$ cat config.mk
export PLATFORM = sky130hd
export DESIGN_NAME = gprd_queue
export DESIGN_NICKNAME = d
export VERILOG_FILES = /design/src/rtl/core/gprd_queue.sv
export SDC_FILE = /design/constraint.sdc
export NUM_CORES = 1
export LEC_CHECK = 0
export BUFFER_PORTS_ARGS = -buffer_cell sky130_fd_sc_hd__clkbuf_2
export CORE_AREA = 2 2 39 41
export DETAILED_ROUTE_END_ITERATION = 16
export DIE_AREA = 0 0 41 43
export GPL_TIMING_DRIVEN = 1
export PLACE_DENSITY_LB_ADDON = 0.12
export SLEW_MARGIN = 25
export SYNTH_ARGS = -nofsm -noshare
export SYNTH_HDL_FRONTEND = slang
export SYNTH_SLANG_ARGS = --single-unit
$ cat constraint.sdc
create_clock -name clk -period 1.85 [get_ports clk]
set_clock_uncertainty 0.2 [all_clocks]
set_input_delay 0.37 -clock clk [delete_from_list [all_inputs] [get_ports clk]]
set_output_delay 0.37 -clock clk [all_outputs]
set_load 0.01 [all_outputs]
$ cat src/rtl/core/gprd_queue.sv
module gprd_queue #(
  parameter type T     = logic,
  parameter int  DEPTH = 2
) (
  input  logic clk,
  input  logic rst_n,
  input  logic wr_valid,
  output logic wr_ready,
  input  T     wr_data,
  output logic rd_valid,
  input  logic rd_ready,
  output T     rd_data
);

  localparam int PW = (DEPTH > 1) ? $clog2(DEPTH) : 1;
  localparam int CW = $clog2(DEPTH + 1);

  T               mem_r [DEPTH];
  logic [PW-1:0]  wp_r, rp_r, wp_nxt, rp_nxt;
  logic [CW-1:0]  cnt_r, cnt_nxt;
  logic           wr, rd;

  function automatic logic [PW-1:0] bump(logic [PW-1:0] p);
    return (p == PW'(DEPTH - 1)) ? '0 : p + 1'b1;
  endfunction

  assign wr_ready = cnt_r != CW'(DEPTH);
  assign rd_valid = cnt_r != '0;
  assign rd_data  = mem_r[rp_r];
  assign wr       = wr_valid && wr_ready;
  assign rd       = rd_valid && rd_ready;

  assign wp_nxt  = wr ? bump(wp_r) : wp_r;
  assign rp_nxt  = rd ? bump(rp_r) : rp_r;
  assign cnt_nxt = cnt_r + CW'(wr) - CW'(rd);

  always_ff @(posedge clk) begin
    if (!rst_n) begin
      wp_r  <= '0;
      rp_r  <= '0;
      cnt_r <= '0;
    end else begin
      wp_r  <= wp_nxt;
      rp_r  <= rp_nxt;
      cnt_r <= cnt_nxt;
    end
  end

  always_ff @(posedge clk) begin
    if (wr) begin
      mem_r[wp_r] <= wr_data;
    end
  end

endmodule

==> impl_metrics.yaml <==
floorplan:
  die_y_um: 43
  core_area_um2: 1380
  dieArea_um2: 1760
  pin_count: 8
  fp.dieW_um: 41
  row_count: 14
  start_util: 0.222
synthesis:
  yosysTopAreaCell: "dfxtp_1"
  async_flop_share: 0
  synth_area_um2: 307
  synthFlopType: "dfxtp_1"
  synth_area_per_cell_um2: 11.4
  synthTopCellsByArea: "dfxtp_1 (33%), edfxtp_1 (20%), xnor2_1 (8.6%)"
  post-synth-top-count-cell: "dfxtp_1"
  synth_seq_area_share: 0.522
  yosysTopAreaCellShare: 0.327
  synth_warnings: 0
  netlist_instances: 27
  ys_types: 15
  syn-num-nets: 34
  ys_ff_latch: 7
  synth_edf_count: 2
  synth_top_cells_by_count: "dfxtp_1 (5), xnor2_1 (3)"
timing:
  rsz0062_at_grt: "false"
  worstMarginPinSlew_ns: 0.185
  fin_ws_ns: 0.0965
  finalCritPeriodShare: 0.948
  drv_slew: 0
  hold_viol: 0
  slew_headroom: 0.875
  setup_viol: 0
  timing.fmax_mhz: 570
  fin_crit_ns: 1.75
  setup_tns_ns: 0
final_layout:
  final_util: 0.292
  nNetsFinal: 48
  final_layout_size_suffix_gt1_frac: 0.400
  syn_to_final_growth_pct: 31.8
  seq_area_um2: 161
  n_antenna_cell: 0
  multi_input_area_um2: 143
  nFillCells: 153
placement:
  place_ws_ns: 0.0669
  gp_congestion: 0.691
  dp.final_hpwl_um: 376
  io_buffers: 7
clock_network:
  holdBufCountCts: 0
  cts_buffer_depth: 2
  clk_pin_slew_ns: 0.05
  clk_latency_ns: 0.25
  cts_buffers: 3
  clockRootBuffer: "clkbuf_4"
  clock-sinks: 7
  htree_levels: 1
  tritoncts: "done"
worst_setup_path:
  r2r-end: "cnt_r[1]"
  crit_type: "reg -> reg"
  rr_worst_depth: 7
  reg2reg_from: "cnt_r[1]"
  worstPathArrival_ns: 1.70
  end_kind: "register"
  path_max_fanout: 4
  r2r_slack_ns: 0.1
  worstPathRequired_ns: 1.80
  cp-start-kind: "register"
detailed_routing:
  vias_per_cell: 3.93
  drtIter0Drc: 1
  vias: 220
  postRouteAntennaNets: 0
  drtPass1Iterations: 4
  drc: 0
  drt-total-wl_um: 490
  post_drt_wl_per_cell_um: 8.75
min_path:
  holdPathEnd: "mem_r[1]"
  hold_path_depth: 1
  hp-class: "in -> reg"
  min_from: "wr_data"
global_routing:
  grt_max_degree: 7
  grt_pass1_wl_um: 821
  antenna_found_initial: 0
  gr-usage-all-layers: 0.0777
  grt_overflow_total: 0
  grt_pass1_vias: 219
power:
  p_per_area_nw_per_um2: 1470
  power_leakage_nw: 0.184
  ir_drop_mv: 0.468
job:
  cap_violations: 0
outcome:
  status: "finished clean"
-- timing repair --
item,4_1_cts,5_1_grt
resized for setup,0,1
endpoints found under the setup margin,0,1
setup buffers,0,0
-- where the power goes --
| group | switching [W] | leakage [nW] | internal, W |
|---|---|---|---|
| combinational | 0.0000912 | 0.109 | 0.000127 |
| sequential | 0.0000287 | 0.0603 | 0.000206 |
| clock | 0.0000583 | 0.0150 | 0.0000824 |
| total | 0.000178 | 0.184 | 0.000415 |
-- kinds of logic after synthesis --
family | synth area share
flops | 0.522
buf+inv | 0.0122
simple gates | 0.200
compound gates | 0.0286
mux | 0.0694
fa+ha+maj | 0.0816
xor+xnor | 0.0857
-- how the worst max path moves through the flow --
| stage | startpoint | slack, ns | depth (start not counted) | end |
|---|---|---|---|---|
| after global placement | cnt_r[0] | 0.08 | 8 | cnt_r[1] |
| after global routing | cnt_r[1] | 0.008 | 7 | cnt_r[1] |
| final | cnt_r[1] | 0.1 | 7 | cnt_r[1] |
| after CTS | cnt_r[0] | 0.05 | 8 | cnt_r[1] |
| after detailed placement | cnt_r[0] | 0.07 | 8 | cnt_r[1] |
| after floorplan | cnt_r[0] | 0.04 | 8 | cnt_r[1] |
-- per-layer routing --
layer | GRT usage | up-vias | routed length [µm] | part of all wire
met5 | 0 | - | 0 | 0
met2 | 0.103 | 3 | 262 | 0.53
met4 | 0.0800 | 0 | 0 | 0
li1 | - | 114 | - | -
met3 | 0.0471 | 0 | 24 | 0.049
met1 | 0.0752 | 103 | 204 | 0.42
-- critical path, cell delays in order, from the launching register on --
cell	delay, ns
dfxtp_1	0.34
o21a_2	0.23
ha_1	0.27
inv_1	0.04
ha_1	0.18
xnor2_1	0.13
xnor2_1	0.12
and2_1	0.15
-- metrics by stage --
stage	hold WS, ns	instances	total power [W]	cell area [µm²]
2_1_floorplan	0.255	27	0.000385	307
3_3_place_gp	0.273	52	0.000455	377
3_5_place_dp	0.277	52	0.000459	377
4_1_cts	0.0927	56	0.000608	403
5_1_grt	0.0945	56	0.000650	404
6_report	0.107	56	0.000594	404
-- layout make-up --
type                    instances  area share
inverters                       1     0.00929
well taps                      16      0.0495
repair buffers                  9       0.124
multi-input cells              19       0.353
clock buffers                   4      0.0650
flip-flops and latches          7       0.399
-- cells in the final DEF (no fill, tap or decap), types with 2 or more instances in the layout --
| master | n |
|---|---|
| ha_1 | 2 |
| edfxtp_1 | 2 |
| clkbuf_2 | 7 |
| dfxtp_1 | 4 |
| nand2_1 | 2 |
| xnor2_1 | 3 |
| buf_4 | 2 |
| clkbuf_4 | 3 |
| and2_1 | 2 |
| nand2b_1 | 2 |
| nor2b_1 | 2 |
(Power assumes the default switching activity.)
