**config.mk**
```make
export PLATFORM = sky130hd
export DESIGN_NAME = gprd_back_flat
export DESIGN_NICKNAME = d
export VERILOG_FILES = /design/src/rtl/core/gprd_pkg.sv /design/src/rtl/core/gprd_stream_if.sv /design/src/rtl/core/gprd_back.sv /design/src/flat_wrapper.sv
export SDC_FILE = /design/constraint.sdc
export NUM_CORES = 1
export LEC_CHECK = 0
export BUFFER_PORTS_ARGS = -buffer_cell sky130_fd_sc_hd__buf_2
export CAP_MARGIN = 20
export CORE_AREA = 2 2 76 78
export CTS_CLUSTER_SIZE = 24
export DETAILED_ROUTE_END_ITERATION = 10
export DIE_AREA = 0 0 78 80
export GPL_TIMING_DRIVEN = 0
export HOLD_SLACK_MARGIN = 0.05
export SLEW_MARGIN = 20
export SYNTH_ARGS = -nofsm -noshare
export SYNTH_HDL_FRONTEND = slang
export SYNTH_SLANG_ARGS = --single-unit
```
**constraint.sdc**
```tcl
create_clock -name clk -period 3.45 [get_ports clk]
set_clock_uncertainty 0.05 [all_clocks]
set_input_delay 0.345 -clock clk [delete_from_list [all_inputs] [get_ports clk]]
set_output_delay 0.345 -clock clk [all_outputs]
set_load 0.02 [all_outputs]
```
**src/rtl/core/gprd_pkg.sv**
```systemverilog
package gprd_pkg;

  localparam int FULL_SCALE = 32767;

  localparam int DZ_W       = 15;
  localparam int THR_W      = 8;
  localparam int CFG_IDX_W  = 2;
  localparam int CFG_DATA_W = 15;

  localparam logic [DZ_W-1:0]  LEFT_DZ_RST  = 15'd7849;
  localparam logic [DZ_W-1:0]  RIGHT_DZ_RST = 15'd8689;
  localparam logic [THR_W-1:0] TRIG_THR_RST = 8'd30;

  localparam int GPRD_QUEUE_DEPTH = 2;

  typedef enum logic [CFG_IDX_W-1:0] {
    CFG_LEFT_DZ  = 2'd0,
    CFG_RIGHT_DZ = 2'd1,
    CFG_TRIG_THR = 2'd2
  } gprd_cfg_idx_t;

  typedef struct packed {
    logic [DZ_W-1:0]  left_dz;
    logic [DZ_W-1:0]  right_dz;
    logic [THR_W-1:0] thr;
  } gprd_cfg_t;

  typedef struct packed {
    logic [15:0]        buttons_in;
    logic signed [15:0] left_x;
    logic signed [15:0] left_y;
    logic signed [15:0] right_x;
    logic signed [15:0] right_y;
    logic [7:0]         left_trigger;
    logic [7:0]         right_trigger;
  } gprd_in_t;

  typedef struct packed {
    logic [15:0]        buttons_out;
    logic signed [15:0] left_norm_x;
    logic signed [15:0] left_norm_y;
    logic signed [15:0] right_norm_x;
    logic signed [15:0] right_norm_y;
    logic               left_trigger_on;
    logic               right_trigger_on;
  } gprd_out_t;

  // one stick after classification: sign, magnitude per axis, squared radius
  typedef struct packed {
    logic        neg_x;
    logic        neg_y;
    logic [15:0] mag_x;
    logic [15:0] mag_y;
    logic [31:0] sq;
  } gprd_stick_in_t;

  typedef struct packed {
    logic [15:0]    buttons;
    logic           lt_on;
    logic           rt_on;
    gprd_stick_in_t lstick;
    gprd_stick_in_t rstick;
  } gprd_work_t;

endpackage

```
**src/rtl/core/gprd_stream_if.sv**
```systemverilog
interface gprd_stream_if #(
  parameter type T = logic
);
  logic valid;
  logic ready;
  T     data;

  modport source (output valid, output data, input ready);
  modport sink   (input valid, input data, output ready);
endinterface

```
**src/rtl/core/gprd_back.sv**
```systemverilog
module gprd_back import gprd_pkg::*; (
  input  logic        clk,
  input  logic        rst_n,
  input  gprd_cfg_t   cfg,
  input  logic        rd_valid,
  output logic        rd_ready,
  input  gprd_work_t  rd_data,
  gprd_stream_if.source out_ch
);

  localparam int RAD_W      = 48;
  localparam int ROOT_W     = 24;
  localparam int REM_W      = 26;
  localparam int SPAN_W     = 23;
  localparam int PROD_W     = 39;
  localparam int NUM_W      = 56;
  localparam int DEN_W      = 40;
  localparam int QW         = 16;
  localparam int ROOT_ITERS = ROOT_W / 2;
  localparam int DIV_ITERS  = QW;
  localparam int CNT_W      = $clog2(DIV_ITERS);
  localparam logic [ROOT_W-1:0] CLIP = ROOT_W'(FULL_SCALE * 256);

  typedef struct packed {
    logic [REM_W-1:0]  rem;
    logic [ROOT_W-1:0] root;
  } gprd_root_t;

  typedef enum logic [2:0] {S1_IDLE, S1_ROOT, S1_SCALE, S1_PREP, S1_HOLD} s1_state_t;
  typedef enum logic [1:0] {S2_IDLE, S2_DIV, S2_DONE} s2_state_t;

  // one digit of the square root per call
  function automatic gprd_root_t root_step(gprd_root_t st, logic [1:0] pair);
    logic [REM_W+1:0] acc, trial;
    gprd_root_t nx;
    acc   = {st.rem, pair};
    trial = {2'b00, st.root, 2'b01};
    if (acc >= trial) begin
      nx.rem  = REM_W'(acc - trial);
      nx.root = {st.root[ROOT_W-2:0], 1'b1};
    end else begin
      nx.rem  = acc[REM_W-1:0];
      nx.root = {st.root[ROOT_W-2:0], 1'b0};
    end
    return nx;
  endfunction

  s1_state_t          s1_state_r;
  s2_state_t          s2_state_r;
  gprd_work_t         s1_work_r;
  gprd_stick_in_t     stk [2];
  logic [DZ_W-1:0]    dz [2];
  logic [2*DZ_W-1:0]  dd_r [2];
  gprd_root_t         root_r [2], root_nxt [2];
  logic [RAD_W-1:0]   rad_r [2];
  logic [CNT_W-1:0]   cnt1_r, cnt2_r;
  logic [PROD_W-1:0]  px_r [2], py_r [2], den_r [2];
  logic [PROD_W-1:0]  px_nxt [2], py_nxt [2], den_nxt [2];
  logic               live_r [2], live_nxt [2];
  logic [NUM_W-1:0]   hn_r [4], hn_nxt [4];
  logic [DEN_W-1:0]   hd_r [2], hd_nxt [2];
  logic               hzero_r [2], hzero_nxt [2];
  logic               neg1 [4];

  logic [15:0]        btn2_r;
  logic               lt2_r, rt2_r;
  logic               neg2_r [4], zero2_r [4], ovf2_r [4];
  logic [NUM_W-1:0]   rem2_r [4];
  logic [NUM_W-2:0]   dsh2_r [4];
  logic [QW-1:0]      q2_r [4];
  logic [15:0]        val [4];

  logic               xfer, out_load, out_valid_r;
  gprd_out_t          out_nxt, out_data_r;

  assign stk[0] = s1_work_r.lstick;
  assign stk[1] = s1_work_r.rstick;
  assign dz[0]  = cfg.left_dz;
  assign dz[1]  = cfg.right_dz;
  assign neg1[0] = stk[0].neg_x;
  assign neg1[1] = stk[0].neg_y;
  assign neg1[2] = stk[1].neg_x;
  assign neg1[3] = stk[1].neg_y;

  assign rd_ready = s1_state_r == S1_IDLE;
  assign xfer     = (s1_state_r == S1_HOLD) && (s2_state_r == S2_IDLE);
  assign out_load = (s2_state_r == S2_DONE) && (!out_valid_r || out_ch.ready);

  always_ff @(posedge clk) begin
    for (int k = 0; k < 2; k++) begin
      dd_r[k] <= dz[k] * dz[k];
    end
  end

  always_comb begin
    logic [ROOT_W-1:0] r, clip;
    logic [SPAN_W-1:0] dz8, span;
    logic [DZ_W-1:0]   dspan;
    for (int k = 0; k < 2; k++) begin
      root_nxt[k] = root_step(root_step(root_r[k], rad_r[k][RAD_W-1 -: 2]),
                              rad_r[k][RAD_W-3 -: 2]);
      r     = root_r[k].root;
      clip  = (r > CLIP) ? CLIP : r;
      dz8   = {dz[k], 8'b0};
      span  = (clip > {1'b0, dz8}) ? SPAN_W'(clip - {1'b0, dz8}) : '0;
      dspan = DZ_W'(FULL_SCALE) - dz[k];
      px_nxt[k]   = stk[k].mag_x * span;
      py_nxt[k]   = stk[k].mag_y * span;
      den_nxt[k]  = r * dspan;
      live_nxt[k] = stk[k].sq > {2'b00, dd_r[k]};
      // numerator doubled for round-half-up: p*65534 + den
      hn_nxt[2*k]   = NUM_W'({px_r[k], 16'b0}) - NUM_W'({px_r[k], 1'b0})
                      + NUM_W'(den_r[k]);
      hn_nxt[2*k+1] = NUM_W'({py_r[k], 16'b0}) - NUM_W'({py_r[k], 1'b0})
                      + NUM_W'(den_r[k]);
      hd_nxt[k]     = {den_r[k], 1'b0};
      hzero_nxt[k]  = !live_r[k] || (den_r[k] == '0);
    end
  end

  always_ff @(posedge clk) begin
    if (!rst_n) begin
      s1_state_r <= S1_IDLE;
    end else begin
      case (s1_state_r)
        S1_IDLE: begin
          if (rd_valid) begin
            s1_work_r <= rd_data;
            root_r[0] <= '0;
            root_r[1] <= '0;
            rad_r[0]  <= {rd_data.lstick.sq, 16'b0};
            rad_r[1]  <= {rd_data.rstick.sq, 16'b0};
            cnt1_r    <= '0;
            s1_state_r <= S1_ROOT;
          end
        end
        S1_ROOT: begin
          for (int k = 0; k < 2; k++) begin
            root_r[k] <= root_nxt[k];
            rad_r[k]  <= rad_r[k] << 4;
          end
          cnt1_r <= cnt1_r + 1'b1;
          if (cnt1_r == CNT_W'(ROOT_ITERS - 1)) begin
            s1_state_r <= S1_SCALE;
          end
        end
        S1_SCALE: begin
          for (int k = 0; k < 2; k++) begin
            px_r[k]   <= px_nxt[k];
            py_r[k]   <= py_nxt[k];
            den_r[k]  <= den_nxt[k];
            live_r[k] <= live_nxt[k];
          end
          s1_state_r <= S1_PREP;
        end
        S1_PREP: begin
          for (int a = 0; a < 4; a++) begin
            hn_r[a] <= hn_nxt[a];
          end
          for (int k = 0; k < 2; k++) begin
            hd_r[k]    <= hd_nxt[k];
            hzero_r[k] <= hzero_nxt[k];
          end
          s1_state_r <= S1_HOLD;
        end
        S1_HOLD: begin
          if (s2_state_r == S2_IDLE) begin
            s1_state_r <= S1_IDLE;
          end
        end
        default: s1_state_r <= S1_IDLE;
      endcase
    end
  end

  always_ff @(posedge clk) begin
    if (!rst_n) begin
      s2_state_r <= S2_IDLE;
    end else begin
      case (s2_state_r)
        S2_IDLE: begin
          if (xfer) begin
            btn2_r <= s1_work_r.buttons;
            lt2_r  <= s1_work_r.lt_on;
            rt2_r  <= s1_work_r.rt_on;
            for (int a = 0; a < 4; a++) begin
              rem2_r[a]  <= hn_r[a];
              dsh2_r[a]  <= {hd_r[a>>1], 15'b0};
              ovf2_r[a]  <= hn_r[a] >= {hd_r[a>>1], 16'b0};
              neg2_r[a]  <= neg1[a];
              zero2_r[a] <= hzero_r[a>>1];
              q2_r[a]    <= '0;
            end
            cnt2_r     <= '0;
            s2_state_r <= S2_DIV;
          end
        end
        S2_DIV: begin
          // restoring divide, one quotient bit per axis per cycle
          for (int a = 0; a < 4; a++) begin
            if (rem2_r[a] >= {1'b0, dsh2_r[a]}) begin
              rem2_r[a] <= rem2_r[a] - {1'b0, dsh2_r[a]};
              q2_r[a]   <= {q2_r[a][QW-2:0], 1'b1};
            end else begin
              q2_r[a]   <= {q2_r[a][QW-2:0], 1'b0};
            end
            dsh2_r[a] <= dsh2_r[a] >> 1;
          end
          cnt2_r <= cnt2_r + 1'b1;
          if (cnt2_r == CNT_W'(DIV_ITERS - 1)) begin
            s2_state_r <= S2_DONE;
          end
        end
        S2_DONE: begin
          if (out_load) begin
            s2_state_r <= S2_IDLE;
          end
        end
        default: s2_state_r <= S2_IDLE;
      endcase
    end
  end

  always_comb begin
    logic [QW-1:0] m;
    for (int a = 0; a < 4; a++) begin
      m = (ovf2_r[a] || q2_r[a][QW-1]) ? QW'(FULL_SCALE) : q2_r[a];
      if (zero2_r[a]) begin
        m = '0;
      end
      val[a] = neg2_r[a] ? 16'(-m) : m;
    end
    out_nxt.buttons_out      = btn2_r;
    out_nxt.left_norm_x      = val[0];
    out_nxt.left_norm_y      = val[1];
    out_nxt.right_norm_x     = val[2];
    out_nxt.right_norm_y     = val[3];
    out_nxt.left_trigger_on  = lt2_r;
    out_nxt.right_trigger_on = rt2_r;
  end

  always_ff @(posedge clk) begin
    if (!rst_n) begin
      out_valid_r <= 1'b0;
    end else if (out_load) begin
      out_valid_r <= 1'b1;
    end else if (out_ch.ready) begin
      out_valid_r <= 1'b0;
    end
  end

  always_ff @(posedge clk) begin
    if (out_load) begin
      out_data_r <= out_nxt;
    end
  end

  assign out_ch.valid = out_valid_r;
  assign out_ch.data  = out_data_r;

endmodule

```
**src/flat_wrapper.sv**
```systemverilog
// flat-port wrapper written by rule: the top's interface ports become plain ports
module gprd_back_flat import gprd_pkg::*;
  (clk, rst_n, cfg, rd_valid, rd_ready, rd_data, out_ch_valid, out_ch_data, out_ch_ready);
  gprd_stream_if out_ch_i ();
  input  logic clk;
  input  logic rst_n;
  input  gprd_cfg_t cfg;
  input  logic rd_valid;
  output logic rd_ready;
  input  gprd_work_t rd_data;
  output wire logic [$bits(out_ch_i.valid)-1:0] out_ch_valid;
  output wire logic [$bits(out_ch_i.data)-1:0] out_ch_data;
  input wire logic [$bits(out_ch_i.ready)-1:0] out_ch_ready;
  assign out_ch_valid = out_ch_i.valid;
  assign out_ch_data = out_ch_i.data;
  assign out_ch_i.ready = out_ch_ready;
  gprd_back u_core (.clk(clk), .rst_n(rst_n), .cfg(cfg), .rd_valid(rd_valid), .rd_ready(rd_ready), .rd_data(rd_data), .out_ch(out_ch_i));
endmodule
```
==> metrics <==
post-synthesis sequential area ratio=54.4%; RePlAce Congestion=0.719; Crit Path Category=register to register; Post-synth EDFFs=11; routed wire length=1480 µm; Worst Path Arrival=1.53 ns; Peak VDD IR=0.145 mV; cell leakage power=0.340 nW; Die H=80 µm; synth warn=0; Remaining Overflow, GRT=0; DRT antenna net count=0; post-detail-place hpwl=1040 µm; Tightest Pin Transition=0.596 ns; Residual DRC=0; vias per cell=3.75; DR iter-0 viols=10; area of the core=5410 µm²; RSZ-0062 raised after global routing=no; status=finished, final reports clean; Hold Crit Class=input pin to register; Final Cycle Share=48.6%; Die W=78 µm; Final Critical Period=1.68 ns; CP max FO=8; Primary FF master, synth=edfxtp_1; CTS Hold Bufs=0; post-CTS sizing=0; via count=578; Area Overhead vs Synth=20.5%; clock tree from TritonCTS=yes; Num CTS Buffers=3; Slew HR=60.0%; fin. max-slew vios=0; share of cells above drive strength 1=22.0%; H-Tree Depth=1; Synthesized Nets=265; fin area=998 µm²; MaxCap Viol Count=0; Cell Area, Synth=828 µm²; port buffer count=7; FF+latch count, synth=17; root buf cell=clkbuf_8; Setup TNS Final=0 ns; clock sink count=17; clock latency on the worst-skew pair=0.25 ns; initial antenna violation count=0; maximum clock frequency=0.597 GHz; DRT Pass-1 Iters=4; initial cell density of the core=15.3%; vias in the first global route=569; Worst Setup Start Kind=register; most instantiated cells after synthesis=edfxtp_1, nor2_1, dfxtp_1; Avg Cell Area, Syn=11.7 µm²; Hold Crit Depth=1; Worst Reg-to-Reg Cells=2; first-pass GRT wire length=2420 µm; Setup Viol. Count Final=0; Async SR Flop Fraction=0%; Final Hold Viols=0; Tot GR Track Use=5.05%; die area=6240 µm²; Synth top area share=39.9%; WL per Instance=9.62 µm; largest net degree at the start of global routing=11; Rows=27; Worst EP required=3.31 ns; Clock transition at path regs=0.06 ns; pwr/cell area=416 nW/µm²; # nets final=277; CP Capture Type=register; clock tree buffer depth=2; top-count cell post-synth=edfxtp_1; I/O pin cnt=195; ant diodes=0; setup bufs post-CTS=0; Post-DP Area=953 µm²; dominant cells by area after synthesis=edfxtp_1, dfxtp_1, nand2b_1; cell type with the largest total area after synthesis=edfxtp_1; cells after synthesis=71; count of cell types in the netlist=29
-- placed cells by master (no fill, tap or decap), drive strengths merged, types with 3 or more instances in the layout --
master  instances
edfxtp         11
buf             9
nor2            8
dfxtp           6
nand2b          5
inv             4
clkbuf          4
nor3            3
nand3           3
nand3b          3
or3b            3
-- where the power goes --
part | switching, mW | leakage (nW) | internal (mW)
Clock | 0.0680 | 0.0228 | 0.0821
Combinational | 0.0199 | 0.165 | 0.0168
Sequential | 0.00447 | 0.152 | 0.224
-- cell type report --
| type | count | area [µm²] |
|---|---|---|
| Tap cell | 72 | 90.1 |
| Sequential cell | 17 | 450 |
| Inverter | 4 | 15.0 |
| Timing Repair Buffer | 7 | 35.0 |
| Clock buffer | 4 | 45.0 |
| Buffer | 2 | 18.8 |
| Multi-Input combinational cell | 48 | 344 |
| Fill cell | 602 | 4410 |
-- kinds of logic (layout without fill, tap and decap cells) --
family | after synthesis | count (layout) | share of synthesized area [%]
and+or+nand+nor | 34 | 34 | 27.0
DFF | 17 | 17 | 54.4
AOI/OAI and AO/OA | 8 | 8 | 6.80
xor gates and xnor gates | 2 | 2 | 2.12
muxes | 2 | 2 | 2.57
adders and majority gates | 2 | 2 | 3.02
buffers and inverters | 6 | 17 | 4.08
-- metrics by stage --
stage / total power, mW / utilization, % / worst slack (ns) / instances / hold WS (ns)
after CTS: 0.423 / 18.5 / 1.74 / 154 / 0.210
after global placement: 0.269 / 17.6 / 1.78 / 150 / 0.376
after detailed placement: 0.270 / 17.6 / 1.76 / 150 / 0.363
after global routing: 0.434 / 18.5 / 1.70 / 154 / 0.215
after floorplan: 0.259 / - / 1.94 / 71 / 0.350
final: 0.415 / 18.5 / 1.77 / 154 / 0.215
-- metal layers --
layer  routed length [µm]  up-vias  track usage [%]
met4                   53        0             4.21
met2                  736        8             8.36
li1                     -      284                -
met1                  649      281             5.57
met3                   42        5             1.02
met5                    0        -                0
-- critical path, stage by stage, from the launching register on --
cell and delay (ns):
dfxtp_1 0.44, or3b_4 0.44, a21oi_1 0.40
-- final timing paths --
path	startpoint	to	slack, ns
worst max-delay path	u_core.s1_state_r[2]	u_core.cnt2_r[2]	1.77
worst min-delay path	rd_data[132]	u_core.s1_work_r[132]	0.22
worst max register to register	u_core.s1_state_r[2]	u_core.cnt2_r[2]	1.77
worst min register to register	u_core.s1_work_r[132]	u_core.rt2_r	0.39
-- sequential cells by signal (all words and copies together) (netlist names) --
name and count:
u_core.s2_state_r 2, u_core.cnt1_r 4, u_core.s1_work_r 1, u_core.rt2_r 1
u_core.out_ch.valid 1, u_core.cnt2_r 4, u_core.s1_state_r 3, u_core.out_ch.data 1
Power figures use the tool's default switching activity.
